File: src/hdl/ater_pkg.sv
package ater_pkg;

    // Byte codes
    localparam logic [7:0] CH_BS    = 8'h08;
    localparam logic [7:0] CH_BEL   = 8'h07;
    localparam logic [7:0] CH_ESC   = 8'h1B;
    localparam logic [7:0] CH_CR    = 8'h0D;
    localparam logic [7:0] CH_LF    = 8'h0A;
    localparam logic [7:0] CH_TAB   = 8'h09;
    localparam logic [7:0] CH_SPACE = 8'h20;
    localparam logic [7:0] CH_LBR   = 8'h5B;
    localparam logic [7:0] CH_RBR   = 8'h5D;
    localparam logic [7:0] CH_SEMI  = 8'h3B;
    localparam logic [7:0] CH_PLUS  = 8'h2B;
    localparam logic [7:0] CH_MINUS = 8'h2D;
    localparam logic [7:0] CH_ZERO  = 8'h30;
    localparam logic [7:0] CH_NINE  = 8'h39;
    localparam logic [7:0] CH_TWO   = 8'h32;
    localparam logic [7:0] FINAL_LO = 8'h40;
    localparam logic [7:0] FINAL_HI = 8'h7E;
    localparam logic [7:0] CH_H     = 8'h48;
    localparam logic [7:0] CH_F     = 8'h66;
    localparam logic [7:0] CH_J     = 8'h4A;
    localparam logic [7:0] CH_K     = 8'h4B;
    localparam logic [7:0] CH_A     = 8'h41;
    localparam logic [7:0] CH_B     = 8'h42;
    localparam logic [7:0] CH_C     = 8'h43;
    localparam logic [7:0] CH_D     = 8'h44;
    localparam logic [7:0] CH_M     = 8'h6D;

    // Command codes
    localparam logic [1:0] CMD_GLYPH  = 2'd0;
    localparam logic [1:0] CMD_FILL   = 2'd1;
    localparam logic [1:0] CMD_SCROLL = 2'd2;

    // CSI final codes
    localparam logic [3:0] FIN_NONE = 4'd0;
    localparam logic [3:0] FIN_POS  = 4'd1;
    localparam logic [3:0] FIN_CLR  = 4'd2;
    localparam logic [3:0] FIN_EL   = 4'd3;
    localparam logic [3:0] FIN_UP   = 4'd4;
    localparam logic [3:0] FIN_DN   = 4'd5;
    localparam logic [3:0] FIN_RT   = 4'd6;
    localparam logic [3:0] FIN_LT   = 4'd7;
    localparam logic [3:0] FIN_SGR  = 4'd8;

    // Parameter parse phases
    localparam logic [1:0] PH_LEAD  = 2'd0;
    localparam logic [1:0] PH_SIGN  = 2'd1;
    localparam logic [1:0] PH_DIGIT = 2'd2;
    localparam logic [1:0] PH_STOP  = 2'd3;

    // Register byte addresses
    localparam logic [2:0] ADDR_WIDTH_REG  = 3'd0;
    localparam logic [2:0] ADDR_HEIGHT_REG = 3'd4;

    localparam logic [11:0] FIELD_MAX = 12'd4095;
    localparam logic [2:0]  FORE_RESET = 3'd7;
    localparam logic [2:0]  BACK_RESET = 3'd0;
    localparam logic [10:0] WIDTH_RESET  = 11'd1280;
    localparam logic [10:0] HEIGHT_RESET = 11'd720;

    // Classified input word
    typedef struct packed {
        logic [7:0] byte_val;
        logic       is_bs;
        logic       is_bel;
        logic       is_esc;
        logic       is_lbr;
        logic       is_rbr;
        logic       is_cr;
        logic       is_lf;
        logic       is_final;
        logic       is_semi;
        logic       is_digit;
        logic       is_ws;
        logic       is_plus;
        logic       is_minus;
        logic [3:0] fin;
    } cls_t;

    // Result word
    typedef struct packed {
        logic [1:0]  command;
        logic [10:0] pos_x;
        logic [10:0] pos_y;
        logic [10:0] rect_width;
        logic [10:0] rect_height;
        logic [7:0]  glyph;
        logic [2:0]  fore_index;
        logic [2:0]  back_index;
        logic        last;
    } res_t;

endpackage

File: src/hdl/ansi_terminal_escape_renderer.sv
// Terminal byte renderer: takes one byte per clock, while full is low, through a push/full
// queue port and turns ESC/CSI/OSC sequences and plain text into draw-glyph, fill-rectangle
// and scroll commands on a pop/empty result port. A byte is classified on entry and parked in
// a two-word input queue; the execute stage then handles one byte per cycle, writing a byte's
// results into the result queue as it takes the byte. The execute stage waits while the
// four-word result queue has fewer than two free words: sustained rate is one byte per cycle
// as long as results are popped, and a byte that wraps and scrolls takes two result words.
// Screen width and height are APB registers at byte addresses 0 and 4; write them only while
// the block is idle.
module ansi_terminal_escape_renderer #(
    parameter int GLYPH_WIDTH  = 12,
    parameter int GLYPH_HEIGHT = 16,
    parameter int LINE_PITCH   = 16
) (
    input  logic        clk,
    input  logic        rst_n,
    input  logic        push,
    output logic        full,
    input  logic [7:0]  byte_in,
    output logic        empty,
    input  logic        pop,
    output logic [1:0]  command,
    output logic [10:0] pos_x,
    output logic [10:0] pos_y,
    output logic [10:0] rect_width,
    output logic [10:0] rect_height,
    output logic [7:0]  glyph,
    output logic [2:0]  fore_index,
    output logic [2:0]  back_index,
    output logic        last,
    input  logic        psel,
    input  logic        penable,
    input  logic        pwrite,
    input  logic [2:0]  paddr,
    input  logic [31:0] pwdata,
    output logic [31:0] prdata,
    output logic        pready
);
    import ater_pkg::*;

    logic [10:0] width_reg, width_next;
    logic [10:0] height_reg, height_next;
    cls_t        cls_in, cls_q;
    logic        q_valid, q_pop, room;
    logic [1:0]  res_count;
    res_t        res_a, res_b, head;

    // Register port
    assign pready = 1'b1;
    assign prdata = paddr[2] ? {21'd0, height_reg} : {21'd0, width_reg};

    always_comb
    begin
        width_next  = width_reg;
        height_next = height_reg;
        if (psel && penable && pwrite)
        begin
            if ((paddr & ADDR_HEIGHT_REG) == ADDR_HEIGHT_REG)
            begin
                height_next = pwdata[10:0];
            end
            else
            begin
                width_next = pwdata[10:0];
            end
        end
    end

    always_ff @(posedge clk or negedge rst_n)
    begin
        if (!rst_n)
        begin
            width_reg  <= WIDTH_RESET;
            height_reg <= HEIGHT_RESET;
        end
        else
        begin
            width_reg  <= width_next;
            height_reg <= height_next;
        end
    end

    // Front: classify and queue
    ater_front u_front (
        .byte_in (byte_in),
        .cls     (cls_in)
    );

    ater_cmdq u_cmdq (
        .clk       (clk),
        .rst_n     (rst_n),
        .push      (push),
        .push_word (cls_in),
        .full      (full),
        .pop       (q_pop),
        .valid     (q_valid),
        .pop_word  (cls_q)
    );

    // Back: execute and queue results
    ater_exec #(
        .GLYPH_WIDTH  (GLYPH_WIDTH),
        .GLYPH_HEIGHT (GLYPH_HEIGHT),
        .LINE_PITCH   (LINE_PITCH)
    ) u_exec (
        .clk           (clk),
        .rst_n         (rst_n),
        .q_valid       (q_valid),
        .q_word        (cls_q),
        .q_pop         (q_pop),
        .room          (room),
        .screen_width  (width_reg),
        .screen_height (height_reg),
        .res_count     (res_count),
        .res_a         (res_a),
        .res_b         (res_b)
    );

    ater_resq u_resq (
        .clk        (clk),
        .rst_n      (rst_n),
        .push_count (res_count),
        .push_a     (res_a),
        .push_b     (res_b),
        .room       (room),
        .pop        (pop),
        .empty      (empty),
        .head       (head)
    );

    assign command     = head.command;
    assign pos_x       = head.pos_x;
    assign pos_y       = head.pos_y;
    assign rect_width  = head.rect_width;
    assign rect_height = head.rect_height;
    assign glyph       = head.glyph;
    assign fore_index  = head.fore_index;
    assign back_index  = head.back_index;
    assign last        = head.last;

endmodule

File: src/hdl/ater_front.sv
module ater_front (
    input  logic [7:0]    byte_in,
    output ater_pkg::cls_t cls
);
    import ater_pkg::*;

    // Classify the byte on its value alone; the back stage applies parse state
    always_comb
    begin
        cls          = '0;
        cls.byte_val = byte_in;
        cls.is_bs    = (byte_in == CH_BS);
        cls.is_bel   = (byte_in == CH_BEL);
        cls.is_esc   = (byte_in == CH_ESC);
        cls.is_lbr   = (byte_in == CH_LBR);
        cls.is_rbr   = (byte_in == CH_RBR);
        cls.is_cr    = (byte_in == CH_CR);
        cls.is_lf    = (byte_in == CH_LF);
        cls.is_final = (byte_in >= FINAL_LO) && (byte_in <= FINAL_HI);
        cls.is_semi  = (byte_in == CH_SEMI);
        cls.is_digit = (byte_in >= CH_ZERO) && (byte_in <= CH_NINE);
        cls.is_ws    = (byte_in == CH_SPACE) || ((byte_in >= CH_TAB) && (byte_in <= CH_CR));
        cls.is_plus  = (byte_in == CH_PLUS);
        cls.is_minus = (byte_in == CH_MINUS);
        case (byte_in)
            CH_H, CH_F: cls.fin = FIN_POS;
            CH_J:       cls.fin = FIN_CLR;
            CH_K:       cls.fin = FIN_EL;
            CH_A:       cls.fin = FIN_UP;
            CH_B:       cls.fin = FIN_DN;
            CH_C:       cls.fin = FIN_RT;
            CH_D:       cls.fin = FIN_LT;
            CH_M:       cls.fin = FIN_SGR;
            default:    cls.fin = FIN_NONE;
        endcase
    end

endmodule

File: src/hdl/ater_cmdq.sv
module ater_cmdq (
    input  logic           clk,
    input  logic           rst_n,
    input  logic           push,
    input  ater_pkg::cls_t push_word,
    output logic           full,
    input  logic           pop,
    output logic           valid,
    output ater_pkg::cls_t pop_word
);
    import ater_pkg::*;

    cls_t       mem [2];
    logic       wp_reg, wp_next;
    logic       rp_reg, rp_next;
    logic [1:0] count_reg, count_next;
    logic       do_push, do_pop;

    assign full     = (count_reg == 2'd2);
    assign valid    = (count_reg != 2'd0);
    assign pop_word = mem[rp_reg];
    assign do_push  = push && !full;
    assign do_pop   = pop && valid;

    // Pointers and fill level
    always_comb
    begin
        wp_next    = do_push ? ~wp_reg : wp_reg;
        rp_next    = do_pop ? ~rp_reg : rp_reg;
        count_next = count_reg + {1'b0, do_push} - {1'b0, do_pop};
    end

    always_ff @(posedge clk or negedge rst_n)
    begin
        if (!rst_n)
        begin
            wp_reg    <= 1'b0;
            rp_reg    <= 1'b0;
            count_reg <= 2'd0;
        end
        else
        begin
            wp_reg    <= wp_next;
            rp_reg    <= rp_next;
            count_reg <= count_next;
        end
    end

    // Storage
    always_ff @(posedge clk)
    begin
        if (do_push)
        begin
            mem[wp_reg] <= push_word;
        end
    end

endmodule

File: src/hdl/ater_exec.sv
module ater_exec #(
    parameter int GLYPH_WIDTH  = 12,
    parameter int GLYPH_HEIGHT = 16,
    parameter int LINE_PITCH   = 16
) (
    input  logic           clk,
    input  logic           rst_n,
    input  logic           q_valid,
    input  ater_pkg::cls_t q_word,
    output logic           q_pop,
    input  logic           room,
    input  logic [10:0]    screen_width,
    input  logic [10:0]    screen_height,
    output logic [1:0]     res_count,
    output ater_pkg::res_t res_a,
    output ater_pkg::res_t res_b
);
    import ater_pkg::*;

    localparam logic signed [19:0] GW_S = 20'(GLYPH_WIDTH);
    localparam logic signed [19:0] GH_S = 20'(GLYPH_HEIGHT);
    localparam logic signed [19:0] LP_S = 20'(LINE_PITCH);
    localparam logic [10:0] GW_11 = 11'(GLYPH_WIDTH);
    localparam logic [11:0] GW_12 = 12'(GLYPH_WIDTH);
    localparam logic [11:0] LP_12 = 12'(LINE_PITCH);
    localparam logic signed [13:0] LP_14 = 14'(LINE_PITCH);

    // Parser and cursor state
    logic               esc_reg, esc_next;
    logic               csi_reg, csi_next;
    logic               osc_reg, osc_next;
    logic [10:0]        cx_reg, cx_next;
    logic [10:0]        cy_reg, cy_next;
    logic [2:0]         fore_reg, fore_next;
    logic [2:0]         back_reg, back_next;
    logic [2:0]         pf_reg, pf_next;
    logic [2:0]         pb_reg, pb_next;
    logic signed [12:0] first_reg, first_next;
    logic signed [12:0] second_reg, second_next;
    logic [11:0]        field_reg, field_next;
    logic [1:0]         idx_reg, idx_next;
    logic [1:0]         ph_reg, ph_next;
    logic               neg_reg, neg_next;
    logic               jok_reg, jok_next;

    // Field close: value and its side effects
    logic signed [12:0] ef_v, ef_first, ef_second, ef_off;
    logic [2:0]         ef_pf, ef_pb;
    logic [1:0]         ef_idx;

    assign q_pop = q_valid && room;

    always_comb
    begin
        ef_v      = neg_reg ? -$signed({1'b0, field_reg}) : $signed({1'b0, field_reg});
        ef_first  = (idx_reg == 2'd0) ? ef_v : first_reg;
        ef_second = (idx_reg == 2'd1) ? ef_v : second_reg;
        ef_pf     = pf_reg;
        ef_pb     = pb_reg;
        ef_off    = 13'sd0;
        if (ef_v == 13'sd0)
        begin
            ef_pf = FORE_RESET;
            ef_pb = BACK_RESET;
        end
        else if (ef_v >= 13'sd30 && ef_v <= 13'sd37)
        begin
            ef_off = ef_v - 13'sd30;
            ef_pf  = ef_off[2:0];
        end
        else if (ef_v >= 13'sd40 && ef_v <= 13'sd47)
        begin
            ef_off = ef_v - 13'sd40;
            ef_pb  = ef_off[2:0];
        end
        ef_idx = (idx_reg < 2'd2) ? idx_reg + 2'd1 : idx_reg;
    end

    // Execute one word
    always_comb
    begin
        logic        wrap;
        logic        scroll;
        logic [11:0] y12;
        logic [10:0] ny;
        logic [10:0] nx;
        logic        jok;
        logic [15:0] acc;
        logic signed [19:0] w20, h20, cx20, cy20, cnt, row, col, tx, ty, lim;
        res_t        gword;
        res_t        fword;
        logic        fhit;

        esc_next    = esc_reg;
        csi_next    = csi_reg;
        osc_next    = osc_reg;
        cx_next     = cx_reg;
        cy_next     = cy_reg;
        fore_next   = fore_reg;
        back_next   = back_reg;
        pf_next     = pf_reg;
        pb_next     = pb_reg;
        first_next  = first_reg;
        second_next = second_reg;
        field_next  = field_reg;
        idx_next    = idx_reg;
        ph_next     = ph_reg;
        neg_next    = neg_reg;
        jok_next    = jok_reg;
        res_count   = 2'd0;
        res_a       = '0;
        res_b       = '0;
        wrap        = 1'b0;
        scroll      = 1'b0;
        y12         = {1'b0, cy_reg} + LP_12;
        ny          = cy_reg;
        nx          = cx_reg;
        jok         = 1'b0;
        acc         = {4'd0, field_reg} * 16'd10 + {12'd0, q_word.byte_val[3:0]};
        w20         = {9'd0, screen_width};
        h20         = {9'd0, screen_height};
        cx20        = {9'd0, cx_reg};
        cy20        = {9'd0, cy_reg};
        cnt         = (ef_first <= 13'sd0) ? 20'sd1 : 20'(ef_first);
        row         = (ef_first < 13'sd1) ? 20'sd1 : 20'(ef_first);
        col         = (ef_second < 13'sd1) ? 20'sd1 : 20'(ef_second);
        tx          = cx20;
        ty          = cy20;
        lim         = 20'sd0;
        gword       = '0;
        fword       = '0;
        fhit        = 1'b0;

        if (!q_pop)
        begin
            res_count = 2'd0;
        end
        else if (q_word.is_bs)
        begin
            // Backspace works in every parse state
            if (cx_reg >= GW_11)
            begin
                cx_next = cx_reg - GW_11;
            end
        end
        else if (osc_reg)
        begin
            if (q_word.is_bel)
            begin
                osc_next = 1'b0;
            end
        end
        else if (!esc_reg)
        begin
            if (q_word.is_esc)
            begin
                esc_next = 1'b1;
                csi_next = 1'b0;
            end
            else if (q_word.is_cr)
            begin
                cx_next = 11'd0;
            end
            else
            begin
                // Line feed, or glyph with wrap at the right edge
                wrap   = q_word.is_lf || (({1'b0, cx_reg} + GW_12) > {1'b0, screen_width});
                scroll = wrap && ($signed({2'b0, y12}) > ($signed({3'b0, screen_height}) - LP_14));
                ny     = wrap ? (scroll ? cy_reg : y12[10:0]) : cy_reg;
                nx     = wrap ? 11'd0 : cx_reg;
                gword.command    = CMD_GLYPH;
                gword.pos_x      = nx;
                gword.pos_y      = ny;
                gword.glyph      = q_word.byte_val;
                gword.fore_index = fore_reg;
                gword.back_index = back_reg;
                if (scroll)
                begin
                    res_a.command = CMD_SCROLL;
                    if (q_word.is_lf)
                    begin
                        res_a.last = 1'b1;
                        res_count  = 2'd1;
                    end
                    else
                    begin
                        res_b      = gword;
                        res_b.last = 1'b1;
                        res_count  = 2'd2;
                    end
                end
                else if (!q_word.is_lf)
                begin
                    res_a      = gword;
                    res_a.last = 1'b1;
                    res_count  = 2'd1;
                end
                cx_next = q_word.is_lf ? 11'd0 : nx + GW_11;
                cy_next = ny;
            end
        end
        else if (!csi_reg)
        begin
            if (q_word.is_lbr)
            begin
                csi_next    = 1'b1;
                first_next  = 13'sd0;
                second_next = 13'sd0;
                field_next  = 12'd0;
                idx_next    = 2'd0;
                ph_next     = PH_LEAD;
                neg_next    = 1'b0;
                jok_next    = 1'b1;
                pf_next     = fore_reg;
                pb_next     = back_reg;
            end
            else if (q_word.is_rbr)
            begin
                osc_next = 1'b1;
                esc_next = 1'b0;
            end
            else
            begin
                esc_next = 1'b0;
            end
        end
        else if (!q_word.is_final)
        begin
            // Parameter text
            jok = jok_reg && (ph_reg == PH_LEAD) && (idx_reg == 2'd0)
                  && (q_word.byte_val == CH_TWO);
            if (q_word.is_semi)
            begin
                first_next  = ef_first;
                second_next = ef_second;
                pf_next     = ef_pf;
                pb_next     = ef_pb;
                idx_next    = ef_idx;
                ph_next     = PH_LEAD;
                neg_next    = 1'b0;
                field_next  = 12'd0;
            end
            else
            begin
                case (ph_reg)
                    PH_LEAD:
                    begin
                        if (q_word.is_ws)
                        begin
                            ph_next = PH_LEAD;
                        end
                        else if (q_word.is_plus)
                        begin
                            ph_next = PH_SIGN;
                        end
                        else if (q_word.is_minus)
                        begin
                            neg_next = 1'b1;
                            ph_next  = PH_SIGN;
                        end
                        else if (q_word.is_digit)
                        begin
                            field_next = {8'd0, q_word.byte_val[3:0]};
                            ph_next    = PH_DIGIT;
                        end
                        else
                        begin
                            ph_next = PH_STOP;
                        end
                    end
                    PH_SIGN:
                    begin
                        if (q_word.is_digit)
                        begin
                            field_next = {8'd0, q_word.byte_val[3:0]};
                            ph_next    = PH_DIGIT;
                        end
                        else
                        begin
                            ph_next = PH_STOP;
                        end
                    end
                    PH_DIGIT:
                    begin
                        if (q_word.is_digit)
                        begin
                            field_next = (acc > {4'd0, FIELD_MAX}) ? FIELD_MAX : acc[11:0];
                        end
                        else
                        begin
                            ph_next = PH_STOP;
                        end
                    end
                    default:
                    begin
                        ph_next = PH_STOP;
                    end
                endcase
            end
            jok_next = jok;
        end
        else
        begin
            // Final byte: close the field, then act on it
            first_next  = ef_first;
            second_next = ef_second;
            pf_next     = ef_pf;
            pb_next     = ef_pb;
            idx_next    = ef_idx;
            ph_next     = PH_LEAD;
            neg_next    = 1'b0;
            field_next  = 12'd0;
            esc_next    = 1'b0;
            csi_next    = 1'b0;
            fword.command     = CMD_FILL;
            fword.rect_height = 11'(LINE_PITCH);
            fword.back_index  = back_reg;
            fword.last        = 1'b1;
            case (q_word.fin)
                FIN_POS:
                begin
                    lim = w20 - GW_S;
                    lim = (lim < 20'sd0) ? 20'sd0 : lim;
                    tx  = (col - 20'sd1) * GW_S;
                    tx  = (tx > lim) ? lim : tx;
                    lim = h20 - LP_S;
                    lim = (lim < 20'sd0) ? 20'sd0 : lim;
                    ty  = (row - 20'sd1) * GH_S;
                    ty  = (ty > lim) ? lim : ty;
                end
                FIN_CLR:
                begin
                    if (jok_reg)
                    begin
                        fword.rect_width  = screen_width;
                        fword.rect_height = screen_height;
                        fword.back_index  = 3'd0;
                        fhit = 1'b1;
                        tx   = 20'sd0;
                        ty   = 20'sd0;
                    end
                end
                FIN_EL:
                begin
                    fword.pos_y = cy_reg;
                    if (ef_first == 13'sd0)
                    begin
                        lim = w20 - cx20;
                        fword.pos_x      = cx_reg;
                        fword.rect_width = (lim < 20'sd0) ? 11'd0 : lim[10:0];
                        fhit = 1'b1;
                    end
                    else if (ef_first == 13'sd1)
                    begin
                        fword.rect_width = cx_reg;
                        fhit = 1'b1;
                    end
                    else if (ef_first == 13'sd2)
                    begin
                        fword.rect_width = screen_width;
                        fhit = 1'b1;
                    end
                end
                FIN_UP:
                begin
                    ty = cy20 - cnt * LP_S;
                    ty = (ty < 20'sd0) ? 20'sd0 : ty;
                end
                FIN_DN:
                begin
                    ty  = cy20 + cnt * LP_S;
                    lim = h20 - LP_S;
                    ty  = (ty > lim) ? lim : ty;
                    ty  = (ty < 20'sd0) ? 20'sd0 : ty;
                end
                FIN_RT:
                begin
                    tx  = cx20 + cnt * GW_S;
                    lim = w20 - GW_S;
                    tx  = (tx > lim) ? lim : tx;
                    tx  = (tx < 20'sd0) ? 20'sd0 : tx;
                end
                FIN_LT:
                begin
                    tx = cx20 - cnt * GW_S;
                    tx = (tx < 20'sd0) ? 20'sd0 : tx;
                end
                FIN_SGR:
                begin
                    fore_next = ef_pf;
                    back_next = ef_pb;
                end
                default:
                begin
                    fhit = 1'b0;
                end
            endcase
            cx_next = tx[10:0];
            cy_next = ty[10:0];
            if (fhit)
            begin
                res_a     = fword;
                res_count = 2'd1;
            end
        end
    end

    always_ff @(posedge clk or negedge rst_n)
    begin
        if (!rst_n)
        begin
            esc_reg    <= 1'b0;
            csi_reg    <= 1'b0;
            osc_reg    <= 1'b0;
            cx_reg     <= 11'd0;
            cy_reg     <= 11'd0;
            fore_reg   <= FORE_RESET;
            back_reg   <= BACK_RESET;
            pf_reg     <= FORE_RESET;
            pb_reg     <= BACK_RESET;
            first_reg  <= 13'sd0;
            second_reg <= 13'sd0;
            field_reg  <= 12'd0;
            idx_reg    <= 2'd0;
            ph_reg     <= PH_LEAD;
            neg_reg    <= 1'b0;
            jok_reg    <= 1'b0;
        end
        else
        begin
            esc_reg    <= esc_next;
            csi_reg    <= csi_next;
            osc_reg    <= osc_next;
            cx_reg     <= cx_next;
            cy_reg     <= cy_next;
            fore_reg   <= fore_next;
            back_reg   <= back_next;
            pf_reg     <= pf_next;
            pb_reg     <= pb_next;
            first_reg  <= first_next;
            second_reg <= second_next;
            field_reg  <= field_next;
            idx_reg    <= idx_next;
            ph_reg     <= ph_next;
            neg_reg    <= neg_next;
            jok_reg    <= jok_next;
        end
    end

endmodule

File: src/hdl/ater_resq.sv
module ater_resq (
    input  logic           clk,
    input  logic           rst_n,
    input  logic [1:0]     push_count,
    input  ater_pkg::res_t push_a,
    input  ater_pkg::res_t push_b,
    output logic           room,
    input  logic           pop,
    output logic           empty,
    output ater_pkg::res_t head
);
    import ater_pkg::*;

    res_t       mem [4];
    logic [1:0] wp_reg, wp_next;
    logic [1:0] rp_reg, rp_next;
    logic [2:0] count_reg, count_next;
    logic       do_pop;

    // Room for two words, so a byte never has to split its results
    assign room   = (count_reg <= 3'd2);
    assign empty  = (count_reg == 3'd0);
    assign head   = mem[rp_reg];
    assign do_pop = pop && !empty;

    always_comb
    begin
        wp_next    = wp_reg + push_count;
        rp_next    = do_pop ? rp_reg + 2'd1 : rp_reg;
        count_next = count_reg + {1'b0, push_count} - {2'd0, do_pop};
    end

    always_ff @(posedge clk or negedge rst_n)
    begin
        if (!rst_n)
        begin
            wp_reg    <= 2'd0;
            rp_reg    <= 2'd0;
            count_reg <= 3'd0;
        end
        else
        begin
            wp_reg    <= wp_next;
            rp_reg    <= rp_next;
            count_reg <= count_next;
        end
    end

    always_ff @(posedge clk)
    begin
        if (push_count != 2'd0)
        begin
            mem[wp_reg] <= push_a;
        end
        if (push_count == 2'd2)
        begin
            mem[wp_reg + 2'd1] <= push_b;
        end
    end

endmodule

File: config.mk
export PLATFORM = sky130hd
export DESIGN_NAME = ansi_terminal_escape_renderer
export DESIGN_NICKNAME = d
export VERILOG_FILES = /design/src/hdl/ater_pkg.sv /design/src/hdl/ansi_terminal_escape_renderer.sv /design/src/hdl/ater_front.sv /design/src/hdl/ater_cmdq.sv /design/src/hdl/ater_exec.sv /design/src/hdl/ater_resq.sv
export SDC_FILE = /design/constraint.sdc
export NUM_CORES = 1
export LEC_CHECK = 0
export BUFFER_PORTS_ARGS = -buffer_cell sky130_fd_sc_hd__buf_2
export CAP_MARGIN = 20
export CELL_PAD_IN_SITES_DETAIL_PLACEMENT = 1
export CELL_PAD_IN_SITES_GLOBAL_PLACEMENT = 1
export CORE_MARGIN = 1
export CORE_UTILIZATION = 40
export DETAILED_ROUTE_END_ITERATION = 10
export PLACE_DENSITY_LB_ADDON = 0.25
export SETUP_SLACK_MARGIN = 0.1
export SLEW_MARGIN = 20
export SYNTH_ARGS = -nofsm -noshare
export SYNTH_HDL_FRONTEND = slang
export SYNTH_HIERARCHICAL = 1
export SYNTH_SLANG_ARGS = --single-unit
File: constraint.sdc
create_clock -name clk -period 10.8 [get_ports clk]
set_input_delay 2.7 -clock clk [delete_from_list [all_inputs] [get_ports clk]]
set_output_delay 2.7 -clock clk [all_outputs]
set_load 0.05 [all_outputs]
==> reports/results.ini <==
[run_status]
outcome=finished clean

[synth]
syn_avg_cell_area_sq_um=10.7
synth_edf_count=294
ys_seq_area_share_pct=38.1
async_flop_share_pct=27.9
post_synth_inst_count=2867
synth_flop_cell=edfxtp_1
synth_seq_cells=408
yosysWarningCount=6
yosysUniqueCellTypes=108
syn_area_sq_um=30700

[setup_path]
crit_type=flip-flop to flip-flop
crit_top_cell=ha_1
worstPathBufferInverterCount=3
worst_path_max_delay_cell=a2111oi_0
path_delay_family=compound AO/OA/AOI/OAI gates
slowest_delay_ns=0.69
worst_setup_path_start_kind=flip-flop
arrival_ns=10.30
crit_required_ns=11.26
worstPathMaxFanout=16
cp-end-kind=flip-flop

[route]
wl_mm=94.5
drt_iter0_drc=1611
wl_per_cell_um=23.7
dr_total_vias=23400
via_per_inst=5.85
firstDrtPassIters=5
ant_nets=0
remaining_drc_errors=0

[run]
cap_violations=0

[placement]
gp_congestion=0.931
dp_slack_ns=1.13
place_area_sq_um=32000
place_hpwl_mm=68.4
io_buffer_count=100

[timing]
skew_ns=0.0330
report.final.hold_viol_count=0
fin_tns_setup_ns=0
rsz0062_at_grt=no
period_minus_slack_ns=9.84
finalCritPeriodShare_pct=91.1
fmax_mhz=102
setup_viol=0
max_slew_margin_pct=28.2
drv_slew=0
setup_ws_ns=0.963
tightest_slew_ns=1.06

[finish]
regMostFlops=u_resq/mem
largest_reg_flops=244
postLayoutCellArea_sq_um=33600
largestRegisters=u_resq/mem x244, u_cmdq/mem x50
nets=3207
area_growth_pct=9.53
drive_above_1_share_pct=22.3
final_cell_mix=edfxtp_1, mux2_2, ha_1, nor2_1, nand2_1
layout_commonest_cell=edfxtp_1

[clock_tree]
cts_buffer_depth=3
clkTransAtPathRegs_ns=0.06
numCtsBuffers=48
cts-hold-fix-buffers=0
cts-resized-gates=0
cts_setup_buffers=0
clock_latency_ns=0.61
cts_root_buf=clkbuf_16
cts.sinks=408
cts_tree=yes
htreeDepth=2

[global_route]
grt_use_total_pct=24.0
grt_pass1_wl_mm=146
grt_max_degree=63
grt_pass1_vias=24900
grt-ovfl-total=0
antenna_found_initial=0

[die]
rows=101
num_io_pins=146
fp.dieW_um=279
core_sq_um=75900
start_util_pct=40.5
die_h_um=279
die_area_sq_um=77900

[hold_path]
hold_path.class=flip-flop to flip-flop

path summary, 6_finish.rpt:
path	slack, ns	start	depth (start not counted)	endpoint
setup / recovery	0.96	u_exec/field_reg[3]	33	u_exec/cx_reg[0]
hold / removal	0.49	u_exec/first_reg[2]	2	u_exec/first_reg[2]
setup reg to reg	0.96	u_exec/field_reg[3]	33	u_exec/cx_reg[0]
hold reg to reg	0.49	u_exec/first_reg[2]	2	u_exec/first_reg[2]
max in group asynchronous	7.11	rst_n	2	u_resq/rp_reg[0]
min in group asynchronous	2.26	rst_n	1	u_exec/cy_reg[10]
cell type report:
| type | count | area (sq um) |
|---|---|---|
| well taps | 1030 | 1290 |
| inverters | 159 | 597 |
| fillers | 8293 | 42300 |
| flip-flops and latches | 408 | 11700 |
| clock inverters | 37 | 383 |
| diodes | 1 | 2.50 |
| clock buffers | 53 | 1230 |
| repair buffers | 149 | 871 |
| multi-input cells | 2158 | 17600 |
through the flow:
step	hold slack, ns	std cells	util [%]
after global placement	0.464	3904	42.2
final	0.487	3995	44.3
after detailed placement	0.477	3904	42.2
after floorplan	0.442	2925	-
after global routing	0.517	3994	44.3
after CTS	0.493	3994	44.3
kinds of logic (layout without fill, tap and decap cells):
group / after synthesis / count (layout) / share of synthesized area [%]
simple gates: 776 / 776 / 13.4
mux: 394 / 394 / 17.1
compound gates: 574 / 574 / 12.6
buf+inv: 359 / 398 / 5.71
xor+xnor: 119 / 119 / 3.39
other cells: 4 / 63 / 0.0489
fa+ha+maj: 233 / 233 / 9.73
flops: 408 / 408 / 38.1
worst register-to-register path: cells and delay by family (launching register included):
family | cells | cell delay [ns]
flip-flops | 1 | 0.52
AND/OR/NAND/NOR | 13 | 3.04
XOR/XNOR | 1 | 0.43
buffers and inverters | 3 | 0.47
AO/OA/AOI/OAI | 11 | 3.71
adder cells (fa/ha/maj) | 5 | 1.51
metal layers:
layer	routed length (um)	GRT usage, %	part of all wire (%)
met5	0	0	0
met4	2510	7.59	2.7
met3	2990	2.29	3.2
met2	47200	42.3	50
met1	41800	30.8	44
cells in the mapped netlist (37+ instances only):
cell type | instances | share of area, %
mux2_4 | 39 | 1.9
nand3_1 | 44 | 0.72
o21ai_0 | 122 | 2.0
and2_1 | 67 | 1.4
dfrtp_1 | 102 | 8.3
nor2_1 | 178 | 2.2
inv_1 | 156 | 1.9
nand2_1 | 157 | 1.9
ha_1 | 223 | 9.1
buf_4 | 73 | 1.8
mux4_2 | 61 | 4.5
nor3_1 | 71 | 1.2
mux2_2 | 254 | 9.3
edfxtp_1 | 294 | 29
clkbuf_1 | 75 | 0.92
a31oi_1 | 37 | 0.75
a21oi_1 | 115 | 1.9
xnor2_1 | 83 | 2.4
Power is left out: the tool's default activity adds up to more than one toggle a clock period on the data nets, which glitch-free logic cannot reach.
